<file path="config.mk">
export PLATFORM = sky130hd
export DESIGN_NAME = cpu16eu_ram
export DESIGN_NICKNAME = d
export VERILOG_FILES = /design/src/rtl/cpu16_execute_unit_assert.svh /design/src/rtl/cpu16eu_ram.sv
export SDC_FILE = /design/constraint.sdc
export NUM_CORES = 2
export LEC_CHECK = 0
export BUFFER_PORTS_ARGS = -buffer_cell sky130_fd_sc_hd__buf_2
export CORE_MARGIN = 5
export CORE_UTILIZATION = 63
export CTS_BUF_LIST = sky130_fd_sc_hd__clkbuf_4 sky130_fd_sc_hd__clkbuf_8 sky130_fd_sc_hd__clkbuf_16
export DETAILED_ROUTE_END_ITERATION = 10
export GPL_TIMING_DRIVEN = 0
export MAX_ROUTING_LAYER = met4
export PLACE_DENSITY_LB_ADDON = 0.2
export SLEW_MARGIN = 5
export SYNTH_ARGS = -nofsm -noshare
export SYNTH_HDL_FRONTEND = slang
export SYNTH_SLANG_ARGS = --single-unit
export TNS_END_PERCENT = 1
</file>
<file path="constraint.sdc">
create_clock -name clk_i -period 2.55 [get_ports clk_i]
set_input_delay 0.1275 -clock clk_i [delete_from_list [all_inputs] [get_ports clk_i]]
set_output_delay 0.1275 -clock clk_i [all_outputs]
set_load 0.01 [all_outputs]
</file>
<file path="src/rtl/cpu16_execute_unit_assert.svh">
// Assertion macros for the cpu16 execute unit.
`ifndef CPU16_EXECUTE_UNIT_ASSERT_SVH
`define CPU16_EXECUTE_UNIT_ASSERT_SVH

`ifndef SYNTHESIS

`define CPU16EU_ASSERT(lbl, clk, rst_n, prop) \
  lbl: assert property (@(posedge clk) disable iff (!rst_n) prop) \
    else $error("cpu16eu assertion failed");

`define CPU16EU_ASSERT_NEVER(lbl, clk, rst_n, expr) \
  lbl: assert property (@(posedge clk) disable iff (!rst_n) !(expr)) \
    else $error("cpu16eu forbidden condition");

`else

`define CPU16EU_ASSERT(lbl, clk, rst_n, prop)

`define CPU16EU_ASSERT_NEVER(lbl, clk, rst_n, expr)

`endif

`endif

</file>
<file path="src/rtl/cpu16eu_ram.sv">
module cpu16eu_ram #(
  parameter int WIDTH = 8,
  parameter int DEPTH = 256,
  localparam int AW = (DEPTH > 1) ? $clog2(DEPTH) : 1
) (
  input  logic             clk_i,
  input  logic             we_i,
  input  logic [AW-1:0]    waddr_i,
  input  logic [WIDTH-1:0] wdata_i,
  input  logic             re_i,
  input  logic [AW-1:0]    raddr_i,
  output logic [WIDTH-1:0] rdata_o
);

  logic [WIDTH-1:0] mem_q [DEPTH];
  logic [WIDTH-1:0] rdata_q;

  always_ff @(posedge clk_i) begin
    if (we_i) begin
      mem_q[waddr_i] <= wdata_i;
    end
    if (re_i) begin
      rdata_q <= mem_q[raddr_i];
    end
  end

  assign rdata_o = rdata_q;

endmodule

</file>
**After elaboration in Yosys (flattened, before gate mapping)**

Memory sizes are Yosys's and may differ from the RTL's. A register that Yosys moved wholly into a read port is not among the register bits.
Cells that the tools add are included.

- Muxes and demuxes: 2

Operators with widths:

| kind | count |
|---|---|
| $mux W1 | 2 |

- Bits in registers: 0
- Memory bits (writable): 2048
- Input port bits: 27
- Output and inout port bits: 8
- Word-level logic and storage cells: 3
- Memories kept: 1

Memory list:

| memory | depth | bits a word | rd ports | clocked after memory_dff | wr ports | RTL line | source |
|---|---|---|---|---|---|---|---|
| mem_q | 256 | 8 | 1 | 1 | 1 | cpu16eu_ram.sv:15 | `logic [WIDTH-1:0] mem_q [DEPTH];` |

**Longest topological paths before layout**

- Word-level depth: 2
- Gate-level depth with buffers: 11
- Mapped depth without buffers: 6

**Least setup slack after synthesis**

No wires, ideal clock.

- Path kind: input-to-reg
- From: input port raddr_i[0]
- To: register rdata_q[2], in the netlist rdata_o[2], read port of mem_q, data pin
- Setup time: 269 ps
- Data arrival time: 1935 ps
- Data required time: 2281 ps
- Slack: 346 ps
- Stages on the path: 9
- Buffers on the path: 4
- Cell sequence: buf_6 > buf_12 > buf_8 > buf_2 > mux4_2 > a22oi_1 > a21oi_1 > nor4_1 > nor4_2

RTL lines:

| item | RTL line | source |
|---|---|---|
| from (decl) | cpu16eu_ram.sv:11 | `input logic [AW-1:0] raddr_i,` |
| to (decl) | cpu16eu_ram.sv:16 | `logic [WIDTH-1:0] rdata_q;` |

==> impl_metrics.sql <==
INSERT INTO impl_metrics (metric_group, metric, value, unit) VALUES
('global_routing', 'antenna_violations_before_repair', '21', ''),
('power', 'power.switching', '15.36', 'mW'),
('critical_path', 'worst-endpoint-arrival', '3350', 'ps'),
('die', 'floorplan.initialDensity', '63.42', '%'),
('critical_path', 'critPathTopFamily', 'buffers and inverters', ''),
('finish', 'nNetsFinal', '4003', ''),
('power', 'combinationalPowerShare', '5.8', '%'),
('place', 'detailedPlace.worstSlack', '-2451', 'ps'),
('critical_path', 'wp_depth', '9', ''),
('global_routing', 'global_route.overflow_total', '0', ''),
('route', 'detailed_route_via_count', '42431', ''),
('critical_path', 'path_cells', 'buf_2 -> buf_4 -> nor2b_1 -> buf_1 -> clkbuf_2 -> a22oi_1 -> a21oi_1 -> nor4_4 -> nor4_2', ''),
('route', 'drc_errors', '2', ''),
('synthesis', 'synth.cell_area', '79640', 'sq um'),
('clocking', 'ctsRootBufferMaster', 'sky130_fd_sc_hd__clkbuf_16', ''),
('status', 'failed_checks', 'DRC, setup timing', ''),
('finish', 'layout.filler_cells', '7333', ''),
('timing', 'maximum_frequency_from_static_timing_analysis', '355.9', 'MHz'),
('critical_path', 'worst-r2r-cell-count', '6', ''),
('clocking', 'cts.clk_slew.worst_paths', '60', 'ps'),
('die', 'die_height', '365.5', 'um'),
('global_routing', 'grt_max_degree', '161', ''),
('synthesis', 'fraction_of_the_yosys_area_taken_by_sequential_cells', '77.53', '%'),
('status', 'outcome', 'complete, but fails checks', ''),
('finish', 'post-route-util', '71.29', '%'),
('finish', 'layout.cell_area.non_filler', '89520', 'sq um'),
('power', 'power.leakage', '27.81', 'nW'),
('critical_path', 'end_kind', 'register', ''),
('critical_path', 'crit_required', '3090', 'ps'),
('timing', 'tightestPinTransition', '1166', 'ps'),
('place', 'gp_routability_congestion', '0.9649', ''),
('global_routing', 'grt-busiest-layer', 'met2', ''),
('synthesis', 'ys_seq_elements', '2056', ''),
('clocking', 'number_of_cts_inserted_buffers', '195', ''),
('route', 'route.antenna.remaining_nets', '0', ''),
('power', 'vdd_ir_drop_max', '832.9', 'uV'),
('route', 'wire_per_inst', '39.93', 'um'),
('hold_path', 'hold_path.class', 'in -> reg', ''),
('global_routing', 'grt_pass1_vias', '41330', ''),
('synthesis', 'netlist_instances', '3733', ''),
('die', 'pin_count', '35', ''),
('synthesis', 'synth.lib_cells_used.distinct', '54', ''),
('timing', 'fin_setup_tns', '-10990', 'ps'),
('timing', 'finalClockSkew', '39.43', 'ps'),
('clocking', 'cts-htree-levels', '4', ''),
('die', 'core_area', '125600', 'sq um'),
('global_routing', 'gr-usage-met3', '11.44', '%'),
('die', 'floorplan.die_area', '133600', 'sq um'),
('synthesis', 'netlist_top_cells_area', 'sky130_fd_sc_hd__edfxtp_1 78%, sky130_fd_sc_hd__mux4_2 13%, sky130_fd_sc_hd__mux2i_1 1.7%, sky130_fd_sc_hd__nor2_1 1.3%, sky130_fd_sc_hd__a22oi_1 1.3%', ''),
('timing', 'setup_viol_count_final', '133', ''),
('route', 'initialDrtViolationCount', '8009', ''),
('timing', 'finalWorstSetupSlack', '-259.5', 'ps'),
('place', 'port-buffer-count', '27', ''),
('critical_path', 'maximum_cell_stage_delay_along_the_critical_path', '590', 'ps'),
('critical_path', 'critical_path_startpoint', 'raddr_i[2]', ''),
('synthesis', 'synth-main-ff-cell', 'sky130_fd_sc_hd__edfxtp_1', ''),
('synthesis', 'synth_top_cell_area_share', '77.53', '%'),
('global_routing', 'groute.layer.met1.usage', '48.25', '%'),
('timing', 'max_slew_margin', '22.01', '%'),
('power', 'power_density', '787.2', 'nW/um^2'),
('synthesis', 'synth_area_leader_cell', 'sky130_fd_sc_hd__edfxtp_1', ''),
('global_routing', 'track_usage', '36.41', '%'),
('critical_path', 'r2r-start', 'mem_q[83][3]', ''),
('finish', 'synthToLayoutAreaGrowth', '12.41', '%'),
('global_routing', 'grt_first_pass_wirelength', '319800', 'um'),
('synthesis', 'postSynth.asyncResetShare', '0', '%'),
('synthesis', 'syn_nets', '3760', ''),
('timing', 'rsz0062_at_grt', 'true', ''),
('place', 'dpl-instance-area', '82260', 'sq um'),
('critical_path', 'worstSetupStartpointType', 'input pin', ''),
('route', 'vias_per_cell', '7.304', '');
[tightest hold or removal path: cells and delay by family]
kind          cells  cell delay [ps]
simple gates      2              480
buf+inv           1              190
[cell usage after synthesis, types with 5 or more instances]
library cell                  n
sky130_fd_sc_hd__o221ai_1    46
sky130_fd_sc_hd__nand4_1     10
sky130_fd_sc_hd__nor4_1      24
sky130_fd_sc_hd__a211oi_1    16
sky130_fd_sc_hd__nor2b_1     31
sky130_fd_sc_hd__a221oi_1    13
sky130_fd_sc_hd__clkbuf_1   111
sky130_fd_sc_hd__nand3_1     34
sky130_fd_sc_hd__o22ai_1     28
sky130_fd_sc_hd__mux2i_1    134
sky130_fd_sc_hd__nand2b_1     8
sky130_fd_sc_hd__o211ai_1    10
sky130_fd_sc_hd__o21ai_0     10
sky130_fd_sc_hd__o22a_1       5
sky130_fd_sc_hd__nor2_1     282
sky130_fd_sc_hd__a22o_1       8
sky130_fd_sc_hd__a21oi_1     96
sky130_fd_sc_hd__buf_4       27
sky130_fd_sc_hd__a22oi_1    133
sky130_fd_sc_hd__buf_1       22
sky130_fd_sc_hd__edfxtp_1  2056
sky130_fd_sc_hd__mux4_2     454
sky130_fd_sc_hd__buf_2       31
sky130_fd_sc_hd__nor3_1      22
sky130_fd_sc_hd__buf_6       21
sky130_fd_sc_hd__and2_1       6
sky130_fd_sc_hd__nand2_1     33
sky130_fd_sc_hd__buf_12       8
sky130_fd_sc_hd__buf_8       13
[power groups by stage]
stage,sequential (mW),clock [mW],combinational (mW)
after global routing,37.3,30.6,4.11
final,37.3,29.1,4.07
after detailed placement,38.0,0,3.77
after global placement,38.1,0,3.63
after floorplan,38.0,0,1.81
after CTS,37.3,29.0,3.93
[what timing repair did]
action                                 4_1_cts  5_1_grt
pin swaps                                    6        1
hold buffers                                 9        0
setup endpoints to repair                   10      216
endpoints found under the hold margin      792        0
resized for setup                          172       38
[layout make-up]
| type | count | area (sq um) | area share, % |
|---|---|---|---|
| Antenna cell | 21 | 52.55 | 0.05870 |
| Inverter | 2 | 7.507 | 0.008386 |
| Multi-Input combinational cell | 1442 | 17010 | 19.00 |
| Clock buffer | 254 | 5480 | 6.122 |
| Buffer | 231 | 1628 | 1.818 |
| Sequential cell | 2056 | 61740 | 68.97 |
| Clock inverter | 105 | 917.1 | 1.024 |
| Timing Repair Buffer | 48 | 623.1 | 0.6960 |
| Tap cell | 1650 | 2064 | 2.306 |
[routing by layer]
layer  wire length, um  share of wire, %  vias to the layer above
li1                  -                 -                    16241
met5                 0                 0                        -
met1             79110                34                    21705
met4             14540               6.3                        0
met3             33540                14                      765
met2            104800                45                     3720
[cells by family (layout without fill, tap and decap cells)]
family	count (synthesis)	after routing	synth area share [%]
DFF	2056	2056	77.53
muxes	591	591	14.60
buffers and inverters	235	640	1.829
AOI/OAI and AO/OA	385	385	3.416
other	0	21	0
and+or+nand+nor	466	466	2.625
[registers in the layout (all words and copies together) (netlist names)]
name / cells
mem_q: 2048
rdata_o: 8
[stage by stage]
stage / hold WS [ps] / std cells
2_1_floorplan: 226.4 / 3733
3_3_place_gp: 535.2 / 5410
3_5_place_dp: 514.8 / 5422
4_1_cts: 110.3 / 5788
5_1_grt: 195.8 / 5803
6_report: 184.5 / 5809
[placed cells by master, fill, tap and decap left out, drive strengths merged, types with 7 or more instances in the layout]
master and n:
a211oi 16, a21oi 96, a221oi 14, a22o 8
a22oi 133, buf 154, bufinv 14, clkbuf 365
clkinv 82, diode 21, dlygate4sd3 9, edfxtp 2056
inv 7, mux2i 134, mux4 456, nand2 33
nand2b 8, nand3 34, nand4 10, nor2 282
nor2b 31, nor3 22, nor4 27, o211ai 10
o21ai 12, o221ai 47, o22ai 28
[worst min-delay path by stage]
stage / to / slack, ps / cells after the start / startpoint
after global routing: mem_q[196][5] / 200 / 3 / waddr_i[6]
after CTS: mem_q[196][1] / 110 / 3 / waddr_i[6]
after floorplan: mem_q[0][0] / 230 / 0 / wdata_i[0]
after global placement: rdata_o[5] / 540 / 1 / re_i
after detailed placement: mem_q[79][1] / 510 / 1 / wdata_i[1]
final: mem_q[11][6] / 180 / 3 / waddr_i[1]
No activity file was read; power rests on OpenSTA's default activity.
