<file path="config.mk">
export PLATFORM = sky130hd
export DESIGN_NAME = cpu16eu_alu
export DESIGN_NICKNAME = d
export VERILOG_FILES = /design/src/rtl/cpu16_execute_unit_assert.svh /design/src/rtl/cpu16eu_pkg.sv /design/src/rtl/cpu16eu_alu.sv
export SDC_FILE = /design/constraint.sdc
export NUM_CORES = 1
export LEC_CHECK = 0
export ABC_CLOCK_PERIOD_IN_PS = 8700
export BUFFER_PORTS_ARGS = -buffer_cell sky130_fd_sc_hd__buf_2
export CAP_MARGIN = 20
export CORE_AREA = 2 2 93 95
export DETAILED_ROUTE_END_ITERATION = 10
export DIE_AREA = 0 0 95 97
export PLACE_DENSITY_LB_ADDON = 0.25
export SLEW_MARGIN = 20
export SYNTH_ARGS = -nofsm -noshare
export SYNTH_HDL_FRONTEND = slang
export SYNTH_SLANG_ARGS = --single-unit
</file>
<file path="constraint.sdc">
create_clock -name vclk -period 8.7
set_input_delay 0.435 -clock vclk [all_inputs]
set_output_delay 0.435 -clock vclk [all_outputs]
set_load 0.005 [all_outputs]
</file>
<file path="src/rtl/cpu16_execute_unit_assert.svh">
// Assertion macros for the cpu16 execute unit.
`ifndef CPU16_EXECUTE_UNIT_ASSERT_SVH
`define CPU16_EXECUTE_UNIT_ASSERT_SVH

`ifndef SYNTHESIS

`define CPU16EU_ASSERT(lbl, clk, rst_n, prop) \
  lbl: assert property (@(posedge clk) disable iff (!rst_n) prop) \
    else $error("cpu16eu assertion failed");

`define CPU16EU_ASSERT_NEVER(lbl, clk, rst_n, expr) \
  lbl: assert property (@(posedge clk) disable iff (!rst_n) !(expr)) \
    else $error("cpu16eu forbidden condition");

`else

`define CPU16EU_ASSERT(lbl, clk, rst_n, prop)

`define CPU16EU_ASSERT_NEVER(lbl, clk, rst_n, expr)

`endif

`endif

</file>
<file path="src/rtl/cpu16eu_pkg.sv">
package cpu16eu_pkg;

  localparam int MEM_ADDR_BITS_DEF = 16;
  localparam int NUM_GP = 8;
  localparam int GP_IDX_BITS = 3;

  typedef enum logic [2:0] {
    KIND_MOV,
    KIND_ADD,
    KIND_SUB,
    KIND_CMP,
    KIND_JNZ,
    KIND_JMP
  } kind_e;

  typedef enum logic [2:0] {
    OPND_REG,
    OPND_SEG,
    OPND_IMM,
    OPND_DIRECT,
    OPND_EA
  } opnd_e;

  typedef enum logic [1:0] {
    PART_FULL,
    PART_LO,
    PART_HI
  } part_e;

  localparam logic STATUS_OK = 1'b0;
  localparam logic STATUS_UNSUP = 1'b1;

  localparam logic [GP_IDX_BITS-1:0] VIEW_REG [16] = '{
    3'd0, 3'd0, 3'd0, 3'd1, 3'd1, 3'd1, 3'd2, 3'd2,
    3'd2, 3'd3, 3'd3, 3'd3, 3'd4, 3'd5, 3'd6, 3'd7
  };

  localparam part_e VIEW_PART [16] = '{
    PART_FULL, PART_LO, PART_HI, PART_FULL, PART_LO, PART_HI,
    PART_FULL, PART_LO, PART_HI, PART_FULL, PART_LO, PART_HI,
    PART_FULL, PART_FULL, PART_FULL, PART_FULL
  };

  typedef struct packed {
    logic [2:0]        kind;
    logic [2:0]        dst_kind;
    logic [2:0]        src_kind;
    logic [3:0]        dst_sel;
    logic [3:0]        src_sel;
    logic [4:0]        base_sel;
    logic [4:0]        index_sel;
    logic signed [15:0] displacement;
    logic [15:0]       immediate;
    logic [15:0]       direct_address;
    logic [2:0]        length;
  } instr_t;

  typedef struct packed {
    logic [3:0] dst_sel;
    logic [3:0] src_sel;
    logic [4:0] base_sel;
    logic [4:0] index_sel;
  } rf_sel_t;

  typedef struct packed {
    logic                   en;
    logic [GP_IDX_BITS-1:0] idx;
    logic [15:0]            data;
  } rf_wr_t;

  typedef struct packed {
    logic [15:0] dst_full;
    logic [15:0] src_view;
    logic [15:0] base_view;
    logic [15:0] index_view;
  } rf_data_t;

  typedef struct packed {
    instr_t      ins;
    logic [15:0] dst_full;
    logic [15:0] src_view;
    logic [15:0] seg_val;
    logic [7:0]  mem_byte;
    logic [15:0] ip;
    logic        zf;
    logic        sf;
  } alu_in_t;

  typedef struct packed {
    logic        ok;
    logic [15:0] value;
    logic [15:0] result;
    logic [15:0] next_ip;
    logic        zf;
    logic        sf;
    rf_wr_t      gp_wr;
    logic        seg_we;
    logic        mem_we;
  } alu_out_t;

  function automatic logic [15:0] view_get(logic [15:0] full, logic [3:0] sel);
    logic [15:0] r;
    case (VIEW_PART[sel])
      PART_LO: r = {8'h00, full[7:0]};
      PART_HI: r = {8'h00, full[15:8]};
      default: r = full;
    endcase
    return r;
  endfunction

  function automatic logic [15:0] view_put(logic [15:0] old, logic [3:0] sel,
                                           logic [15:0] val);
    logic [15:0] r;
    case (VIEW_PART[sel])
      PART_LO: r = {old[15:8], val[7:0]};
      PART_HI: r = {val[7:0], old[7:0]};
      default: r = val;
    endcase
    return r;
  endfunction

endpackage

</file>
<file path="src/rtl/cpu16eu_alu.sv">
module cpu16eu_alu (
  input  cpu16eu_pkg::alu_in_t  op_i,
  output cpu16eu_pkg::alu_out_t res_o
);

  logic [2:0]  kind;
  logic [2:0]  dk;
  logic [2:0]  sk;
  logic [15:0] srcv;
  logic [15:0] dview;

  assign kind  = op_i.ins.kind;
  assign dk    = op_i.ins.dst_kind;
  assign sk    = op_i.ins.src_kind;
  assign dview = cpu16eu_pkg::view_get(op_i.dst_full, op_i.ins.dst_sel);

  always_comb begin
    case (sk)
      cpu16eu_pkg::OPND_REG:    srcv = op_i.src_view;
      cpu16eu_pkg::OPND_SEG:    srcv = op_i.seg_val;
      cpu16eu_pkg::OPND_IMM:    srcv = op_i.ins.immediate;
      cpu16eu_pkg::OPND_DIRECT: srcv = {8'h00, op_i.mem_byte};
      cpu16eu_pkg::OPND_EA:     srcv = {8'h00, op_i.mem_byte};
      default:                  srcv = '0;
    endcase
  end

  always_comb begin
    logic        ok;
    logic [15:0] v;
    logic        setf;
    logic        gp_we;
    logic        seg_we;
    logic        mem_we;
    logic        jump;
    ok     = 1'b0;
    v      = '0;
    setf   = 1'b0;
    gp_we  = 1'b0;
    seg_we = 1'b0;
    mem_we = 1'b0;
    jump   = 1'b0;
    case (kind)
      cpu16eu_pkg::KIND_MOV: begin
        v = srcv;
        case (dk)
          cpu16eu_pkg::OPND_REG: begin
            ok = sk inside {cpu16eu_pkg::OPND_REG, cpu16eu_pkg::OPND_SEG,
                            cpu16eu_pkg::OPND_IMM, cpu16eu_pkg::OPND_DIRECT,
                            cpu16eu_pkg::OPND_EA};
            gp_we = 1'b1;
          end
          cpu16eu_pkg::OPND_SEG: begin
            ok = sk inside {cpu16eu_pkg::OPND_REG, cpu16eu_pkg::OPND_SEG,
                            cpu16eu_pkg::OPND_IMM};
            seg_we = 1'b1;
          end
          cpu16eu_pkg::OPND_DIRECT: begin
            ok = (sk == cpu16eu_pkg::OPND_IMM);
            mem_we = 1'b1;
          end
          cpu16eu_pkg::OPND_EA: begin
            ok = sk inside {cpu16eu_pkg::OPND_REG, cpu16eu_pkg::OPND_IMM};
            mem_we = 1'b1;
          end
          default: ok = 1'b0;
        endcase
      end
      cpu16eu_pkg::KIND_ADD: begin
        ok = (dk == cpu16eu_pkg::OPND_REG) &&
             (sk inside {cpu16eu_pkg::OPND_REG, cpu16eu_pkg::OPND_IMM,
                         cpu16eu_pkg::OPND_EA});
        v     = dview + srcv;
        setf  = (sk != cpu16eu_pkg::OPND_EA);
        gp_we = 1'b1;
      end
      cpu16eu_pkg::KIND_SUB, cpu16eu_pkg::KIND_CMP: begin
        ok = (dk == cpu16eu_pkg::OPND_REG) &&
             (sk inside {cpu16eu_pkg::OPND_REG, cpu16eu_pkg::OPND_IMM});
        v     = dview - srcv;
        setf  = 1'b1;
        gp_we = (kind == cpu16eu_pkg::KIND_SUB);
      end
      cpu16eu_pkg::KIND_JNZ: begin
        ok   = 1'b1;
        jump = !op_i.zf;
      end
      default: ok = 1'b0;
    endcase

    res_o.ok     = ok;
    res_o.value  = v;
    res_o.result = ok ? v : 16'h0000;
    res_o.zf     = (ok && setf) ? (v == 16'h0000) : op_i.zf;
    res_o.sf     = (ok && setf) ? v[15] : op_i.sf;
    res_o.next_ip = ok ? (op_i.ip + 16'(op_i.ins.length) +
                          (jump ? op_i.ins.immediate : 16'h0000)) : op_i.ip;
    res_o.gp_wr.en   = ok && gp_we;
    res_o.gp_wr.idx  = cpu16eu_pkg::VIEW_REG[op_i.ins.dst_sel];
    res_o.gp_wr.data = cpu16eu_pkg::view_put(op_i.dst_full, op_i.ins.dst_sel, v);
    res_o.seg_we = ok && seg_we;
    res_o.mem_we = ok && mem_we;
  end

endmodule

</file>
Word level (Yosys, flattened, before mapping)
Memories as Yosys holds them, arrays and structs flattened.
Cells that the tools add are included.
{"block": "word_totals", "regBits": 0, "latchBits": 0, "ramBits": 0, "mem_bits_ro": 80, "input_bits": 152, "output_inout_bits": 73, "word_cells": 63, "mem_count": 2}
{"memory": "(no name shown)", "depth": 16, "word_bits": 3, "rd": 1, "rd_clocked_by_memory_dff": 0, "write_ports": 0, "line": "cpu16eu_alu.sv:99", "rtl": "res_o.gp_wr.idx = cpu16eu_pkg::VIEW_REG[op_i.ins.dst_sel];"}
{"memory": "(no name shown)", "depth": 16, "word_bits": 2, "rd": 1, "rd_clocked_by_memory_dff": 0, "write_ports": 0, "line": "cpu16eu_pkg.sv:114", "rtl": "case (VIEW_PART[sel])"}
{"block": "op_classes", "n_addsub": 4, "n_mul": 0, "n_div": 0, "order_cmp": 1, "eq_ne": 14, "shift": 0, "muxes": 23, "bitwise": 1, "reduce_logical": 18}
{"cell": "$pmux W16 S2", "n": 2}
{"cell": "$pmux W16 S4", "n": 1}
{"cell": "$mux W16", "n": 3}
{"cell": "$pmux W16 S3", "n": 1}
{"cell": "$add A16 B16 Y16", "n": 2}
{"cell": "$add A16 B3 Y16", "n": 1}
{"cell": "$logic_not A16 Y1", "n": 1}
{"cell": "$sub A16 B16 Y16", "n": 1}
{"cell": "$eq A3 B2 Y1 const B", "n": 5}
{"cell": "$eq A3 B1 Y1 const B", "n": 3}
{"cell": "$eq A3 B3 Y1 const B", "n": 3}
{"cell": "$logic_not A3 Y1", "n": 3}
{"cell": "$mux W1", "n": 8}
{"cell": "$pmux W1 S4", "n": 2}
{"cell": "$logic_and A1 B1 Y1", "n": 6}
{"cell": "$mux W3", "n": 2}
{"cell": "$reduce_bool A3 Y1", "n": 2}
{"cell": "$reduce_or A2 Y1", "n": 3}
{"cell": "$ge A5 B5 Y1 const B", "n": 1}
{"cell": "$not A4 Y5", "n": 1}
{"cell": "$reduce_bool A5 Y1", "n": 1}
{"cell": "$mux W2", "n": 2}
{"cell": "$ne A3 B3 Y1 const B", "n": 1}
{"cell": "$pmux W1 S3", "n": 1}
{"cell": "other kinds (5)", "n": 5}

Logic depth before layout (Yosys ltp)
{"block": "depth", "ltp_word": 10, "depth_mapped": 22, "ltp_nobuf": 20}

Worst setup path before layout
OpenSTA, ideal clock, no wires.
{"block": "synth_path", "path_kind": "in2out", "start": "in op_i[139] (netlist name)", "end": "out res_o[23] (netlist name)", "arrival_time_ns": 4.631, "required_ns": 8.265, "setup_slack_ns": 3.634, "cell_stages": 20, "n_path_buf": 3, "path_cell_list": "inv_1 ha_1 o21ai_0 o21a_1 inv_1 ha_1 clkbuf_1 nor2b_1 clkbuf_1 clkbuf_1 a22o_1 ha_1 nor2b_1 o31a_2 o2111ai_1 nand3_1 and2_1 a221o_4 or4_1 o21ai_1"}
{"element": "start, declared", "line": "cpu16eu_alu.sv:2", "rtl": "input cpu16eu_pkg::alu_in_t op_i,"}
{"element": "end, declared", "line": "cpu16eu_alu.sv:3", "rtl": "output cpu16eu_pkg::alu_out_t res_o"}

==> insert_results.sql <==
INSERT INTO impl_metrics (metric_group, metric, value, unit) VALUES
('die', 'core_area', '8130', 'sq um'),
('clocking', 'quantity_of_hold_fixing_buffers_added_after_cts', '0', ''),
('critical_path', 'critPathCaptureType', 'primary output', ''),
('synth', 'synthesis.area', '4160', 'sq um'),
('finish', 'drive_above_1_share', '29.0', '%'),
('die', 'initial_utilization', '51.1', '%'),
('route', 'ant_nets', '0', ''),
('pwr', 'ir_worst_vdd', '0.0471', 'mV'),
('run', 'maxCapViolations', '0', ''),
('worst_hold_path', 'hold_class', 'in -> out', ''),
('route', 'detailroute.via_count', '5254', ''),
('synth', 'yosys.area_share.xor_xnor', '5.90', '%'),
('finish', 'flow.area_growth_from_synthesis', '20.7', '%'),
('route', 'drt-pass1-iter-count', '5', ''),
('global_route', 'met2_usage', '51.7', '%'),
('timing', 'final-setup-viol-count', '0', ''),
('synth', 'synth_area_leaders', 'sky130_fd_sc_hd__ha_1 (14%), sky130_fd_sc_hd__a21oi_1 (5.9%), sky130_fd_sc_hd__and2_1 (5.0%)', ''),
('pwr', 'pwr_density_cell', '96.3', 'nW/um^2'),
('placement', 'placement.io_buffers', '179', ''),
('synth', 'synth_top_family_by_area', 'compound AO/OA/AOI/OAI gates', ''),
('finish', 'most_frequent_cells_in_the_layout', 'sky130_fd_sc_hd__buf_2 (179), sky130_fd_sc_hd__nor2_1 (50), sky130_fd_sc_hd__a21oi_1 (49), sky130_fd_sc_hd__ha_1 (48), sky130_fd_sc_hd__nand2_1 (37)', ''),
('timing', 'rsz0062_at_grt', 'no', ''),
('route', 'drt-vias-per-instance', '6.25', ''),
('timing', 'totalNegativeSetupSlack', '0', 'ns'),
('timing', 'hold_vio_cnt_final', '0', ''),
('route', 'finalWirelength', '15300', 'microns'),
('timing', 'min_period', '6.61', 'ns'),
('worst_hold_path', 'hold_path_startpoint', 'op_i[17]', ''),
('finish', 'register_area', '0', 'sq um'),
('global_route', 'first_global_vias', '4899', ''),
('synth', 'avgSynthCellArea', '7.07', 'sq um'),
('synth', 'synth.area.mux_share', '7.26', '%'),
('global_route', 'grt_start_max_net_pins', '40', ''),
('finish', 'nFlopsAndLatches', '0', ''),
('synth', 'post-synth-top-area-fraction', '14.5', '%'),
('critical_path', 'crit_path_start_kind', 'input port', ''),
('worst_hold_path', 'hold_depth', '3', ''),
('placement', 'gp_congestion', '0.958', ''),
('timing', 'timing.max_slew.rel_slack', '30.4', '%'),
('die', 'floorplan.die_area', '9220', 'sq um'),
('timing', 'timing.final.max_slew_violations', '0', ''),
('worst_hold_path', 'hold_end', 'res_o[39]', ''),
('global_route', 'grt-busiest-layer', 'met2', ''),
('global_route', 'grt_first_pass_wirelength', '24000', 'microns'),
('global_route', 'grt_util_all_layers', '32.1', '%'),
('die', 'pin_count', '225', ''),
('synth', 'post_synth_fa_ha_maj_area_fraction', '16.9', '%'),
('synth', 'yosys_warnings', '0', ''),
('timing', 'worst-slew-pin-transition', '1.04', 'ns'),
('synth', 'number_of_different_library_cells_in_the_post_synthesis_netlist', '76', ''),
('timing', 'post_route_worst_hold_slack', '1.13', 'ns'),
('critical_path', 'critPathRequiredTime', '8.27', 'ns'),
('critical_path', 'worstPathMaxFanout', '29', ''),
('timing', 'fmax', '0.151', 'GHz'),
('placement', 'detailed_place_hpwl', '12700', 'microns'),
('global_route', 'grtUsageMet1', '44.2', '%'),
('global_route', 'antenna_found_initial', '0', ''),
('finish', 'final_nets', '942', ''),
('global_route', 'global_route.usage.met3', '4.98', '%'),
('synth', 'synth_top_cell_by_area', 'sky130_fd_sc_hd__ha_1', ''),
('clocking', 'postCtsResizedCells', '0', ''),
('pwr', 'p_leak', '2.55', 'nW'),
('clocking', 'cts_setup_buffers', '0', ''),
('finish', 'post-route-util', '61.7', '%'),
('run_status', 'status', 'complete, no violations', ''),
('route', 'dr.first_iter.drc_count', '380', ''),
('critical_path', 'worst-setup-path-type', 'in -> out', ''),
('die', 'dieWidth', '95', 'microns'),
('die', 'dieHeight', '97', 'microns'),
('synth', 'synth.net_count', '793', ''),
('route', 'drt-wirelength-per-cell', '18.3', 'microns'),
('finish', 'final_common_cell', 'sky130_fd_sc_hd__buf_2', ''),
('finish', 'diodes', '0', ''),
('critical_path', 'crit_arrival', '6.18', 'ns'),
('synth', 'synth_sequential_area_ratio', '0', '%'),
('global_route', 'global_route.overflow_total', '0', ''),
('synth', 'synth_compound_gate_area_share', '33.2', '%'),
('timing', 'fin_crit_sh', '76.0', '%'),
('die', 'cell_row_count', '33', ''),
('synth', 'post_synth_inst_count', '588', ''),
('synth', 'synthSimpleGateAreaFrac', '29.2', '%'),
('finish', 'clk_buffers', '0', ''),
('route', 'post-route-drc-count', '0', '');
==> worst max path at each step <==
stage | from | to | slack, ns | cells after the start
floorplan | op_i[139] | res_o[23] | 3.63 | 20
global placement | op_i[139] | res_o[23] | 2.38 | 20
detailed placement | op_i[139] | res_o[23] | 2.25 | 20
CTS | op_i[139] | res_o[23] | 2.23 | 20
global route | op_i[139] | res_o[23] | 1.79 | 20
finish | op_i[139] | res_o[23] | 2.09 | 20
==> logic make-up (layout without fill, tap and decap cells) <==
logic type                 count (synthesis)  in the layout
muxes                                     18             18
buffers and inverters                     69            216
adders and majority gates                 53             53
and+or+nand+nor                          226            226
AOI/OAI and AO/OA                        194            194
xor gates and xnor gates                  28             28
==> worst max-delay path, stage by stage <==
cell and delay [ns]:
sky130_fd_sc_hd__buf_2 0.13, sky130_fd_sc_hd__inv_1 0.07, sky130_fd_sc_hd__ha_1 0.32, sky130_fd_sc_hd__o21ai_0 0.20, sky130_fd_sc_hd__o21a_1 0.18, sky130_fd_sc_hd__inv_1 0.05
sky130_fd_sc_hd__ha_1 0.59, sky130_fd_sc_hd__nor2b_1 0.94, sky130_fd_sc_hd__a22oi_1 0.15, sky130_fd_sc_hd__ha_1 0.29, sky130_fd_sc_hd__fa_1 0.40, sky130_fd_sc_hd__nor2b_1 0.18
sky130_fd_sc_hd__o31a_2 0.25, sky130_fd_sc_hd__o21ai_1 0.12, sky130_fd_sc_hd__and2_1 0.16, sky130_fd_sc_hd__a221oi_1 0.65, sky130_fd_sc_hd__nand4_1 0.24, sky130_fd_sc_hd__or4_1 0.55
sky130_fd_sc_hd__o21ai_1 0.12, sky130_fd_sc_hd__buf_2 0.13
==> synthesized netlist by cell type, types with 4 or more instances <==
library cell / number
sky130_fd_sc_hd__nor2_1: 50
sky130_fd_sc_hd__a21oi_1: 49
sky130_fd_sc_hd__ha_1: 48
sky130_fd_sc_hd__nand2_1: 37
sky130_fd_sc_hd__inv_1: 34
sky130_fd_sc_hd__and2_1: 33
sky130_fd_sc_hd__o21ai_0: 28
sky130_fd_sc_hd__clkbuf_1: 21
sky130_fd_sc_hd__nor3_1: 20
sky130_fd_sc_hd__xor2_1: 15
sky130_fd_sc_hd__a22o_1: 14
sky130_fd_sc_hd__xnor2_1: 13
sky130_fd_sc_hd__a21o_1: 12
sky130_fd_sc_hd__a22oi_1: 11
sky130_fd_sc_hd__and3_1: 11
sky130_fd_sc_hd__or3_1: 11
sky130_fd_sc_hd__a211oi_1: 10
sky130_fd_sc_hd__nand3_1: 10
sky130_fd_sc_hd__mux4_2: 9
sky130_fd_sc_hd__nor2b_1: 9
sky130_fd_sc_hd__o21a_1: 9
sky130_fd_sc_hd__nand2b_1: 8
sky130_fd_sc_hd__nand3b_1: 6
sky130_fd_sc_hd__nor3b_1: 6
sky130_fd_sc_hd__a221oi_1: 5
sky130_fd_sc_hd__buf_4: 5
sky130_fd_sc_hd__fa_1: 5
sky130_fd_sc_hd__buf_2: 4
sky130_fd_sc_hd__buf_6: 4
sky130_fd_sc_hd__mux2_1: 4
sky130_fd_sc_hd__o2111ai_1: 4
sky130_fd_sc_hd__o211ai_1: 4
==> where the power goes <==
group          total, mW  internal (mW)  leakage (nW)  switching, mW
combinational      0.483          0.205          2.55          0.278
clock                  0              0             0              0
sequential             0              0             0              0
total              0.483          0.205          2.55          0.278
==> routing by layer <==
metal	routed length (microns)	vias up
met5	0	-
met4	344	0
met3	1410	35
met2	6960	266
met1	6620	2451
li1	-	2502
==> metrics by stage <==
stage | instances | worst slack [ns] | area (sq um) | power [mW]
after global routing | 840 | 1.79 | 5020 | 0.531
after global placement | 840 | 2.38 | 5020 | 0.465
final | 840 | 2.09 | 5020 | 0.483
after detailed placement | 840 | 2.25 | 5020 | 0.473
after CTS | 840 | 2.23 | 5020 | 0.475
after floorplan | 588 | 3.63 | 4160 | 0.319
==> cell type report <==
type	instances	area, sq um
multi-input combinational	519	3840
tap	105	131
timing repair buffer	181	911
fill	770	3120
inverter	35	131
Power figures use the tool's default switching activity.
